--- config.mk ---
export PLATFORM = sky130hd
export DESIGN_NAME = positional_array_list_top
export DESIGN_NICKNAME = d
export VERILOG_FILES = /design/src/pal_pkg.sv /design/src/pal_mem.sv /design/src/pal_scan.sv /design/src/positional_array_list_top.sv
export SDC_FILE = /design/constraint.sdc
export NUM_CORES = 1
export LEC_CHECK = 0
export BUFFER_PORTS_ARGS = -buffer_cell sky130_fd_sc_hd__buf_2
export CORE_MARGIN = 1.5
export CORE_UTILIZATION = 40
export CTS_CLUSTER_DIAMETER = 80
export DETAILED_ROUTE_END_ITERATION = 12
export SLEW_MARGIN = 20
export SYNTH_ARGS = -nofsm -noshare
export SYNTH_HDL_FRONTEND = slang
export SYNTH_SLANG_ARGS = --single-unit
--- constraint.sdc ---
create_clock -name clk -period 9.59 [get_ports clk]
set_clock_uncertainty 0.2 [all_clocks]
set_input_delay 0.4795 -clock clk [delete_from_list [all_inputs] [get_ports clk]]
set_output_delay 0.4795 -clock clk [all_outputs]
set_load 0.005 [all_outputs]
--- src/pal_pkg.sv ---
`default_nettype none
package pal_pkg;

	localparam int CAPACITY = 16;
	localparam int AW = $clog2(CAPACITY);
	localparam int CW = 5;
	localparam int DW = 32;

	localparam logic [1:0] ACT_INSERT = 2'd0;
	localparam logic [1:0] ACT_DELETE = 2'd1;
	localparam logic [1:0] ACT_QUERY  = 2'd2;

	localparam logic [1:0] ST_OK      = 2'd0;
	localparam logic [1:0] ST_ERROR   = 2'd1;
	localparam logic [1:0] ST_DROPPED = 2'd2;

	localparam logic [CW-1:0] NO_INDEX = 5'b11111;

	typedef struct packed {
		logic [DW-1:0] largest;
		logic [DW-1:0] smallest;
		logic [AW-1:0] first;
		logic          present;
		logic [CW-1:0] count;
	} scan_res_t;

endpackage
`default_nettype wire

--- src/pal_mem.sv ---
`default_nettype none
module pal_mem (
	input  wire logic                   clk,
	input  wire logic                   we,
	input  wire logic [pal_pkg::AW-1:0] waddr,
	input  wire logic [pal_pkg::DW-1:0] wdata,
	input  wire logic [pal_pkg::AW-1:0] raddr,
	output logic      [pal_pkg::DW-1:0] rdata
);

	logic [pal_pkg::DW-1:0] mem [pal_pkg::CAPACITY];

	always_ff @(posedge clk) begin
		if (we) begin
			mem[waddr] <= wdata;
		end
	end

	always_ff @(posedge clk) begin
		rdata <= mem[raddr];
	end

endmodule
`default_nettype wire

--- src/pal_scan.sv ---
`default_nettype none
module pal_scan (
	input  wire logic                   clk,
	input  wire logic                   arst_n,
	input  wire logic                   clear,
	input  wire logic                   vld,
	input  wire logic [pal_pkg::DW-1:0] data,
	input  wire logic [pal_pkg::AW-1:0] index,
	input  wire logic [pal_pkg::DW-1:0] target,
	output pal_pkg::scan_res_t          res
);

	logic                   seen_q;
	logic                   present_q;
	logic [pal_pkg::CW-1:0] count_q;
	logic [pal_pkg::AW-1:0] first_q;
	logic [pal_pkg::DW-1:0] max_q;
	logic [pal_pkg::DW-1:0] min_q;
	logic                   eq;
	logic                   gt;
	logic                   lt;

	// one equality and two signed compares, reused for every entry
	assign eq = (data == target);
	assign gt = $signed(data) > $signed(max_q);
	assign lt = $signed(data) < $signed(min_q);

	always_ff @(posedge clk or negedge arst_n) begin
		if (!arst_n) begin
			seen_q    <= 1'b0;
			present_q <= 1'b0;
			count_q   <= '0;
		end else if (clear) begin
			seen_q    <= 1'b0;
			present_q <= 1'b0;
			count_q   <= '0;
		end else if (vld) begin
			seen_q <= 1'b1;
			if (eq) begin
				present_q <= 1'b1;
				count_q   <= count_q + 1'b1;
			end
		end
	end

	always_ff @(posedge clk) begin
		if (vld) begin
			if (!seen_q || gt) begin
				max_q <= data;
			end
			if (!seen_q || lt) begin
				min_q <= data;
			end
			if (eq && !present_q) begin
				first_q <= index;
			end
		end
	end

	always_comb begin
		res.largest  = seen_q ? max_q : '0;
		res.smallest = seen_q ? min_q : '0;
		res.first    = first_q;
		res.present  = present_q;
		res.count    = count_q;
	end

endmodule
`default_nettype wire

--- src/positional_array_list_top.sv ---
// channel   | handshake           | fields
// request   | start in, busy out  | action, position, value
// result    | done out (1 cycle)  | status, fill, first_index, present, match_count,
//           |                     | largest, smallest, empty_res
// A request is taken when start is high and busy is low; busy stays high until done.
// An accepted insert or delete first shifts the entries that move, an insert then writes
// the new word, and every request ends with a scan of the filled entries; the single
// memory read port paces both the shift and the scan.
// Reset clears the fill count and the sequencer; list contents need no clearing.
// done lasts one cycle and cannot be held off by the receiver.
`default_nettype none
module positional_array_list_top (
	input  wire logic                          clk,
	input  wire logic                          arst_n,
	input  wire logic                          start,
	output logic                               busy,
	input  wire logic [1:0]                    action,
	input  wire logic [4:0]                    position,
	input  wire logic signed [31:0]            value,
	output logic                               done,
	output logic [1:0]                         status,
	output logic [4:0]                         fill,
	output logic signed [4:0]                  first_index,
	output logic                               present,
	output logic [4:0]                         match_count,
	output logic signed [31:0]                 largest,
	output logic signed [31:0]                 smallest,
	output logic                               empty_res
);

	localparam logic [2:0] S_IDLE = 3'd0;
	localparam logic [2:0] S_MOVE = 3'd1;
	localparam logic [2:0] S_PUT  = 3'd2;
	localparam logic [2:0] S_SCAN = 3'd3;
	localparam logic [2:0] S_DONE = 3'd4;

	localparam int AW = pal_pkg::AW;
	localparam int CW = pal_pkg::CW;
	localparam int DW = pal_pkg::DW;
	localparam logic [CW-1:0] CAP = CW'(pal_pkg::CAPACITY);
	localparam logic [AW-1:0] CAP_M2 = AW'(pal_pkg::CAPACITY - 2);

	logic [2:0]    state_q;
	logic [CW-1:0] used_q;
	logic [CW-1:0] cnt_q;
	logic          mv_s1;
	logic [CW-1:0] scan_idx_q;
	logic          scan_vld_s1;

	logic [1:0]    act_q;
	logic [CW-1:0] pos_q;
	logic [DW-1:0] val_q;
	logic [1:0]    status_q;
	logic [AW-1:0] mv_rd_q;
	logic          up_q;
	logic [AW-1:0] mv_wa_s1;
	logic [AW-1:0] scan_ix_s1;

	logic          accept;
	logic          ins_ok;
	logic          full;
	logic [2:0]    plan_state;
	logic [1:0]    plan_status;
	logic [CW-1:0] plan_cnt;
	logic [AW-1:0] plan_rd;
	logic          plan_up;

	logic          mem_we;
	logic [AW-1:0] mem_waddr;
	logic [DW-1:0] mem_wdata;
	logic [AW-1:0] mem_raddr;
	logic [DW-1:0] mem_rdata;
	pal_pkg::scan_res_t scan_res;
	logic          is_query;

	assign busy   = (state_q != S_IDLE);
	assign accept = start && !busy;
	assign full   = (used_q == CAP);
	assign ins_ok = (position <= used_q) && (position < CAP);

	always_comb begin
		plan_state  = S_SCAN;
		plan_status = pal_pkg::ST_ERROR;
		plan_cnt    = '0;
		plan_rd     = '0;
		plan_up     = 1'b0;
		unique case (action)
			pal_pkg::ACT_INSERT: begin
				if (ins_ok) begin
					plan_state = S_MOVE;
					if (full) begin
						plan_status = pal_pkg::ST_DROPPED;
						plan_cnt    = CAP - 1'b1 - position;
						plan_rd     = CAP_M2;
					end else begin
						plan_status = pal_pkg::ST_OK;
						plan_cnt    = used_q - position;
						plan_rd     = AW'(used_q - 1'b1);
					end
				end
			end
			pal_pkg::ACT_DELETE: begin
				if (position < used_q) begin
					plan_state  = S_MOVE;
					plan_status = pal_pkg::ST_OK;
					plan_cnt    = used_q - 1'b1 - position;
					plan_rd     = AW'(position + 1'b1);
					plan_up     = 1'b1;
				end
			end
			pal_pkg::ACT_QUERY: begin
				plan_status = pal_pkg::ST_OK;
			end
			default: begin
				plan_status = pal_pkg::ST_ERROR;
			end
		endcase
	end

	always_ff @(posedge clk or negedge arst_n) begin
		if (!arst_n) begin
			state_q     <= S_IDLE;
			used_q      <= '0;
			cnt_q       <= '0;
			mv_s1       <= 1'b0;
			scan_idx_q  <= '0;
			scan_vld_s1 <= 1'b0;
		end else begin
			unique case (state_q)
				S_IDLE: begin
					if (start) begin
						state_q    <= plan_state;
						cnt_q      <= plan_cnt;
						scan_idx_q <= '0;
					end
				end
				S_MOVE: begin
					if (cnt_q != '0) begin
						mv_s1 <= 1'b1;
						cnt_q <= cnt_q - 1'b1;
					end else begin
						mv_s1 <= 1'b0;
						// wait for the last shifted word to land
						if (!mv_s1) begin
							if (act_q == pal_pkg::ACT_INSERT) begin
								state_q <= S_PUT;
							end else begin
								used_q  <= used_q - 1'b1;
								state_q <= S_SCAN;
							end
						end
					end
				end
				S_PUT: begin
					if (status_q == pal_pkg::ST_OK) begin
						used_q <= used_q + 1'b1;
					end
					state_q <= S_SCAN;
				end
				S_SCAN: begin
					if (scan_idx_q != used_q) begin
						scan_vld_s1 <= 1'b1;
						scan_idx_q  <= scan_idx_q + 1'b1;
					end else begin
						scan_vld_s1 <= 1'b0;
						if (!scan_vld_s1) begin
							state_q <= S_DONE;
						end
					end
				end
				S_DONE: begin
					state_q <= S_IDLE;
				end
				default: begin
					state_q <= S_IDLE;
				end
			endcase
		end
	end

	always_ff @(posedge clk) begin
		if (accept) begin
			act_q    <= action;
			pos_q    <= position;
			val_q    <= value;
			status_q <= plan_status;
			mv_rd_q  <= plan_rd;
			up_q     <= plan_up;
		end
		if (state_q == S_MOVE && cnt_q != '0) begin
			mv_wa_s1 <= up_q ? mv_rd_q - 1'b1 : mv_rd_q + 1'b1;
			mv_rd_q  <= up_q ? mv_rd_q + 1'b1 : mv_rd_q - 1'b1;
		end
		if (state_q == S_SCAN) begin
			scan_ix_s1 <= scan_idx_q[AW-1:0];
		end
	end

	// shifted words go out first; the new word is written after the shift drains
	assign mem_we    = mv_s1 || (state_q == S_PUT);
	assign mem_waddr = mv_s1 ? mv_wa_s1 : pos_q[AW-1:0];
	assign mem_wdata = mv_s1 ? mem_rdata : val_q;
	assign mem_raddr = (state_q == S_SCAN) ? scan_idx_q[AW-1:0] : mv_rd_q;

	pal_mem u_mem (
		.clk   (clk),
		.we    (mem_we),
		.waddr (mem_waddr),
		.wdata (mem_wdata),
		.raddr (mem_raddr),
		.rdata (mem_rdata)
	);

	pal_scan u_scan (
		.clk    (clk),
		.arst_n (arst_n),
		.clear  (accept),
		.vld    (scan_vld_s1),
		.data   (mem_rdata),
		.index  (scan_ix_s1),
		.target (val_q),
		.res    (scan_res)
	);

	assign is_query    = (act_q == pal_pkg::ACT_QUERY);
	assign done        = (state_q == S_DONE);
	assign status      = status_q;
	assign fill        = used_q;
	assign first_index = (is_query && scan_res.present) ?
		{1'b0, scan_res.first} : pal_pkg::NO_INDEX;
	assign present     = is_query && scan_res.present;
	assign match_count = is_query ? scan_res.count : '0;
	assign largest     = scan_res.largest;
	assign smallest    = scan_res.smallest;
	assign empty_res   = (used_q == '0);

`ifndef NO_ASSERTIONS
	a_fill_bound: assert property (@(posedge clk) disable iff (!arst_n)
		used_q <= CAP) else $error("fill count above capacity");
	a_done_one_cycle: assert property (@(posedge clk) disable iff (!arst_n)
		done |=> !busy) else $error("result strobe not followed by idle");
	a_put_after_drain: assert property (@(posedge clk) disable iff (!arst_n)
		(state_q == S_PUT) |-> !mv_s1) else $error("new word collides with shift write");
	a_present_count: assert property (@(posedge clk) disable iff (!arst_n)
		done |-> (present == (match_count != '0))) else $error("present and count disagree");
	a_drop_full: assert property (@(posedge clk) disable iff (!arst_n)
		(done && status == pal_pkg::ST_DROPPED) |-> (fill == CAP))
		else $error("drop reported on a list that is not full");
`endif

endmodule
`default_nettype wire

# Word-level counts from Yosys, hierarchy flattened
# Memory sizes are Yosys's and may differ from the RTL's. A register that Yosys moved wholly into a read port is not among the register bits.
# Cells that the tools add are included.
# word_totals
regBits	148
ramBits	512
input_bits	42
output_inout_bits	85
wordCells	145
mem_count	1
# classes
n_addsub	11
order_cmp	5
eq_ne	19
mux	57
n_reduce_logical	32
# memory_table
name	depth	width	read_ports	rd_ports_with_merged_regs	wr	line_no	text
u_mem.mem	16	32	1	1	1	pal_mem.sv:11	logic [pal_pkg::DW-1:0] mem [pal_pkg::CAPACITY];
# ops
cell	n
32-bit 2-to-1 mux	3
5-bit 2-to-1 mux	16
5-bit one-hot mux with 2 select lines	4
4-bit 2-to-1 mux	9
32-bit equality test	1
32-bit > comparator	1
32-bit < comparator	1
2-bit != test, second input constant	9
5-bit by 1-bit adder with 5-bit output, second input constant	3
3-bit 2-to-1 mux	5
1-bit 2-to-1 mux	12
3-bit one-hot mux with 4 select lines	1
2-bit nonzero test	6
5-bit AND reduction	2
5-bit by 1-bit subtractor with 5-bit output, second input constant	2
5-bit subtractor	2
4-bit by 1-bit adder with 4-bit output, second input constant	2
2-bit 2-to-1 mux	4
4-bit one-hot mux with 2 select lines	1
2-bit AND reduction	4
3-bit by 2-bit equality test with 1-bit output, second input constant	2
2-bit zero test	3
2-bit one-hot mux with 3 select lines	1
3-bit AND reduction	2
19 further kinds	28

# Logic depth before layout (Yosys ltp)
# Gate-level depths: netlist (run 1).
# depth
depth_word	6
mapped_depth	10
mapped_depth_nobuf	9

# Cells and area by module
# Synthesis (run 1) repeated with hierarchy kept, for this count alone.
# hier_totals
cells_unflattened	1669
area_unflattened_um2	28800.1
# by_module_without_submodules
module	instances	cells_each	area_each_um2	seq_area_each_um2
pal_mem	1	838	19835.3	16015.4
pal_scan	1	459	4697.0	2217.1
positional_array_list_top	1	372	4267.8	2092.0

# Worst setup path after synthesis (run 1)
# OpenSTA, ideal clock, no wires.
# synth_timing
path_kind	reg2reg
from	register u_mem.rdata[29] (netlist name) (read register of u_mem.mem)
to	register u_scan.max_q[0] (netlist name), enable pin
setup_time_ps	432
t_arrival_ps	3154
t_required_ps	8958
path_slack_ps	5804
stages_incl_launch_ff	8
n_path_buf	0
period_less_slack_ps	3786
path_cell_list	dfxtp_1 > ha_1 > a21o_1 > a21o_1 > a221o_1 > a211oi_1 > o311ai_0 > a21oi_1
# synth_via
elab_chain_len	3
# synth_lines
element	line_no	text
start, declared	pal_mem.sv:8	output logic [pal_pkg::DW-1:0] rdata
32-bit > comparator	pal_scan.sv:25	assign gt = $signed(data) > $signed(max_q);
1-bit logical OR	pal_scan.sv:48	if (!seen_q || gt) begin
2-bit AND reduction (no line)	n/a	
end signal, assigned	pal_scan.sv:49	max_q <= data;
end, declared	pal_scan.sv:17	logic [pal_pkg::DW-1:0] max_q;
# Every way passes these cells.
# A chain may end at the register's enable or synchronous reset.

# Worst setup path in the final report (run 1)
# layout_timing
from	register state_q[1]
to	register u_mem.rdata[24] (netlist name) (read register of u_mem.mem)
# layout_via
elab_chain_len	2
# layout_lines
element	line_no	text
start, declared	positional_array_list_top.sv:43	logic [2:0] state_q;
start signal, assigned	positional_array_list_top.sv:132	state_q <= plan_state;
3-bit by 2-bit equality test with 1-bit output	positional_array_list_top.sv:203	assign mem_raddr = (state_q == S_SCAN) ? scan_idx_q[AW-1:0] : mv_rd_q;
4-bit 2-to-1 mux	positional_array_list_top.sv:203	
# Every way passes these cells.

==> impl_metrics.tcl, run 1 <==
set metrics [dict create \
    ctsResizeCount 0 \
    ys_ff_latch 692 \
    setup_viol 0 \
    grt_overflow 0 \
    async_flop_share_pct 3.90 \
    postSynthAreaPerCell_um2 16.9 \
    num_rows 98 \
    internal_power_mw 8.11 \
    synthesis.nets 1843 \
    dieArea_um2 74400 \
    hold_viol 0 \
    clk_pin_slew_ps 60 \
    relSlewSlack_pct 33.1 \
    fp.dieH_um 273 \
    finalMaxSlewViolations 0 \
    power_density_nw_per_um2 371 \
    synthAdderAreaFrac_pct 3.62 \
    htreeDepth 3 \
    firstDrtPassIters 6 \
    synthXorXnorAreaFrac_pct 1.87 \
    dp_hpwl_um 41100 \
    grt_max_degree 129 \
    final_area_um2 33500 \
    combPwrFrac_pct 36.7 \
    fp.dieW_um 273 \
    antenna_found_initial 1 \
    synth_top_area_share_pct 65.3 \
    grt_pass1_vias 15800 \
    synth_edf_count 633 \
    vias 15800 \
    crit_type "flip-flop to flip-flop" \
    placed_cell_area_um2 30600 \
    synth-compound-area-share_pct 4.48 \
    post-synth-top-count-cell "edfxtp_1" \
    worst_pin_slew_ps 998 \
    drtIter0Drc 1631 \
    synth_area_leader_cell "edfxtp_1" \
    drive_gt1_share_pct 24.2 \
    grt_pass1_wl_um 104000 \
    syn_area_um2 29100 \
    cts_setup_buffers 0 \
    cts_buffers 74 \
    path_max_fanout 88 \
    track_usage_pct 19.2 \
    core-area_um2 71700 \
    clock_path_buffers 3 \
    num-nets-final 1987 \
    synth_top_family_by_area "multiplexers" \
    synth-simple-area-share_pct 4.84 \
    ys.flop_type "edfxtp_1" \
    synth_cells 1718 \
    run_status "complete, no violations" \
    worstPathRequired_ps 9870 \
    io_buffer_count 126 \
    ant_nets 0 \
    viasPerCell 5.50 \
    cts_sinks 692 \
    routed_wl_um 70700 \
    pin_count 127 \
    gp_congestion 0.826 \
    ys_seq_area_share_pct 69.9 \
    hp-class "input port to flip-flop" \
    clock_latency_ps 600 \
    synthMuxAreaShare_pct 11.5 \
    min_period_over_period_pct 42.0 \
    ys_warn_count 0 \
    cp.arrival_ps 4310 \
    fin_tns_setup_ps 0 \
    p_sw_share_pct 34.7 \
    peakVddDrop_uv 262 \
    yosys-top-cells-count "633 x edfxtp_1, 128 x mux4_2, 120 x nor2_1" \
    cts_root_buffer "clkbuf_16" \
    synth_area_leaders "edfxtp_1 65%, mux4_2 9.9%, ha_1 3.5%, dfrtp_1 2.3%, dfxtp_1 2.2%" \
    critPathLaunchType "flip-flop" \
    drc 0 \
    dp_cells 2695 \
    critPathCaptureType "flip-flop" \
    area_delta_synth_final_pct 15.1 \
    diodes 0 \
    p_switching_mw 4.31 \
    holdWs_ps 166 \
    cts_tree "built" \
    rsz0062_at_grt "false" \
    maxCapViolCount 0 \
    wl_per_cell_um 24.6 \
    p_seq_share_pct 40.0 \
    clkPwrFrac_pct 23.3 \
    clock.fmax_mhz 248 \
    ys_types 60 \
    start_util_pct 40.6 \
    stdcell_count 2869 \
    power.leakage_nw 11.8 \
    fin_crit_ps 4030 \
]
[sequential cells by signal (all words and copies together) (netlist names), 5 cells and up]
register,flops
val_q,32
cnt_q,5
u_scan.max_q,32
u_scan.count_q,5
u_mem.rdata,32
u_scan.min_q,32
u_mem.mem,512
fill,5
scan_idx_q,5
[worst max-delay path, cell delays in order, from the launching register on]
cell      delay (ps)
dfrtp_1          570
nand3b_1         520
mux2i_4          300
buf_4            670
buf_12           610
mux4_2           590
a22oi_1          210
nand2_1           80
[what timing repair did]
action                     CTS  global route
hold endpoints to repair    67             0
hold buffers                40             0
setup endpoints to repair    0             0
[metal layers]
metal  GRT usage, %  vias to the layer above  share of wire (%)
li1               -                     6936                  -
met5              0                        -                  0
met4           5.86                        0                2.3
met1           26.7                     8185                 43
met2           31.0                      568                 48
met3           3.08                       94                7.1
[power groups by stage]
stage | logic [mW] | registers, mW | clock network (mW)
3_5_place_dp | 4.57 | 5.03 | 0
3_3_place_gp | 4.47 | 5.01 | 0
5_1_grt | 5.04 | 5.03 | 3.06
2_1_floorplan | 3.41 | 4.77 | 0
4_1_cts | 4.60 | 4.97 | 2.96
6_report | 4.56 | 4.97 | 2.89
[cells in the final DEF (no fill, tap or decap), types with 28 or more instances in the layout]
cell,n
a21oi_1,41
a22oi_1,65
buf_2,126
buf_4,28
clkbuf_16,77
dfxtp_1,32
dlygate4sd3_1,40
edfxtp_1,633
ha_1,81
inv_1,89
mux2_2,35
mux4_2,128
nand2_1,70
nor2_1,100
xnor2_1,44
[layout make-up]
class	instances	area [um^2]
well taps	950	1190
multi-input cells	806	7850
inverters	91	342
clock inverters	35	412
clock buffers	98	2070
flip-flops and latches	692	20300
repair buffers	197	1310
fillers	6066	38200
[final timing paths]
check	start	endpoint	slack, ps	depth (start not counted)
worst max-delay path	state_q[1]	u_mem.rdata[24]	5560	7
worst min-delay path	position[4]	status[0]	170	4
worst max register to register	state_q[1]	u_mem.rdata[24]	5560	7
worst min register to register	scan_ix_s1[3]	u_scan.first_q[3]	220	0
max in group asynchronous	arst_n	mv_s1	8420	2
min in group asynchronous	arst_n	cnt_q[2]	250	2
[metrics by stage]
step	power, mW	utilization (%)	setup WS (ps)
6_report	12.4	46.7	5560
3_3_place_gp	9.48	42.6	5600
5_1_grt	13.1	46.7	5200
4_1_cts	12.5	46.7	5500
3_5_place_dp	9.60	42.6	5520
2_1_floorplan	8.18	-	5800
[logic make-up after synthesis]
group | after synthesis
simple gates | 299
mux | 171
buf+inv | 220
flops | 692
fa+ha+maj | 83
xor+xnor | 62
compound gates | 191
Power figures use the tool's default switching activity.
==> inputs of run 2 (changes only) <==
==> constraint.sdc (replaced) <==
create_clock -name clk -period 3.6 [get_ports clk]
set_clock_uncertainty 0.2 [all_clocks]
set_input_delay 0.18 -clock clk [delete_from_list [all_inputs] [get_ports clk]]
set_output_delay 0.18 -clock clk [all_outputs]
set_load 0.005 [all_outputs]
==> impl_metrics.tcl, run 2 (same netlist as run 1, synthesis figures left out) <==
set metrics [dict create \
    run_status "complete, no violations" \
    area_delta_synth_final_pct 16.1 \
    dieArea_um2 74400 \
    track_usage_pct 19.6 \
    dp_hpwl_um 44300 \
    power.leakage_nw 11.9 \
    num_rows 98 \
    largest_register_ffs 512 \
    crit-reg2reg-launch "state_q[1]" \
    fill_cells 6042 \
    relSlewSlack_pct 32.3 \
    fp.dieW_um 273 \
    cp.arrival_ps 3360 \
    num-nets-final 2009 \
    crit_type "flip-flop to flip-flop" \
    final_cell_mix "633 x edfxtp_1, 128 x mux4_2, 126 x buf_2" \
    crit_path_end "u_mem.rdata[27]" \
    drtIter0Drc 1452 \
    grt_max_degree 92 \
    timing.rr.end "u_mem.rdata[27]" \
    min_period_over_period_pct 86.3 \
    reg2reg_depth 6 \
    clk_pin_slew_ps 60 \
    pin_count 127 \
    antenna_found_initial 0 \
    grt_pass1_vias 16000 \
    start_util_pct 40.6 \
    critPathLaunchType "flip-flop" \
    clock_path_buffers 3 \
    holdWs_ps 80.9 \
    peakVddDrop_uv 683 \
    cts_root_buffer "clkbuf_16" \
    wl_per_cell_um 25.1 \
    worst_pin_slew_ps 1010 \
    ant_nets 0 \
    routed_wl_um 72500 \
    worstPathRequired_ps 3860 \
    drc 0 \
    rsz0062_at_grt "false" \
    firstDrtPassIters 6 \
    clock.fmax_mhz 322 \
    cts_tree "built" \
    hp-class "input port to flip-flop" \
    io_buffer_count 126 \
    rrSetupSlack_ps 490 \
    fin_crit_ps 3110 \
    path_max_fanout 18 \
    hold_start "value[18]" \
    top_register "u_mem.mem" \
    grt_overflow 0 \
    fp.dieH_um 273 \
    htreeDepth 3 \
    critPathCaptureType "flip-flop" \
    crit_start "state_q[1]" \
    hold_viol 0 \
    diodes 0 \
    cts_sinks 692 \
    final_common_cell "edfxtp_1" \
    maxCapViolCount 0 \
    cts_setup_buffers 0 \
    drive_gt1_share_pct 24.4 \
    power_density_nw_per_um2 989 \
    setup_viol 0 \
    fin_tns_setup_ps 0 \
    finalMaxSlewViolations 0 \
    vias 16000 \
    gp_congestion 0.844 \
    cts_buffers 74 \
    core-area_um2 71700 \
    clock_latency_ps 610 \
    grt_pass1_wl_um 106000 \
    viasPerCell 5.53 \
]
-- run 2: cell types whose count changed in the layout (fill, tap and decap cells not counted), sizes merged --
cell and change:
inv -2, dlygate4sd3 +2, bufinv -4, clkinvlp +1, buf +20, clkbuf +6
-- run 2: layer usage --
metal  vias to the layer above  global-route usage (%)  wire (um)
met2                       526                    31.4      34700
met3                        78                    2.86       4070
met1                      8405                    28.1      32600
met4                         0                    4.72       1110
met5                         -                       0          0
li1                       6971                       -          -
-- run 2: worst min-delay path by stage --
stage,to,slack (ps),cells after the start
after global placement,cnt_q[2],50,1
final,val_q[18],80,2
after floorplan,cnt_q[0],-320,0
after detailed placement,cnt_q[2],50,1
after CTS,val_q[27],40,2
after global routing,val_q[16],70,2
-- run 2: worst max-delay path: stages (launching register included) --
cell	delay, ps
dfrtp_1	570
nand3b_1	240
mux2i_4	530
buf_4	450
mux4_2	560
a22oi_1	230
nand2_1	150
-- run 2: final cells by class --
cell class | count | area, um^2 | area share [%]
multi-input combinational | 806 | 7850 | 23.2
clock buffer | 104 | 2100 | 6.22
timing repair buffer | 219 | 1680 | 4.99
sequential | 692 | 20300 | 60.2
clock inverter | 30 | 279 | 0.826
inverter | 91 | 342 | 1.01
tap | 950 | 1190 | 3.52
-- run 2: repair_timing --
| action | 4_1_cts | 5_1_grt |
|---|---|---|
| gates resized for setup | 0 | 0 |
| hold endpoints to repair | 78 | 0 |
| hold buffers | 43 | 0 |
-- run 2: through the flow --
step / setup WS (ps) / std cells / utilization, % / cell area (um^2) / power (mW)
floorplan: 155 / 1718 / - / 29100 / 21.8
detailed placement: 546 / 2715 / 43.1 / 31000 / 26.2
global placement: 534 / 2715 / 43.1 / 31000 / 25.9
CTS: 500 / 2892 / 47.1 / 33800 / 33.7
global route: 271 / 2892 / 47.1 / 33800 / 35.2
finish: 495 / 2892 / 47.1 / 33800 / 33.4
-- run 2: report_power, final --
part           switching [mW]  internal [mW]  total (mW)
sequential               1.17           11.9        13.1
combinational            7.66           5.21        12.9
clock                    3.02           4.42        7.45
total                    11.8           21.6        33.4
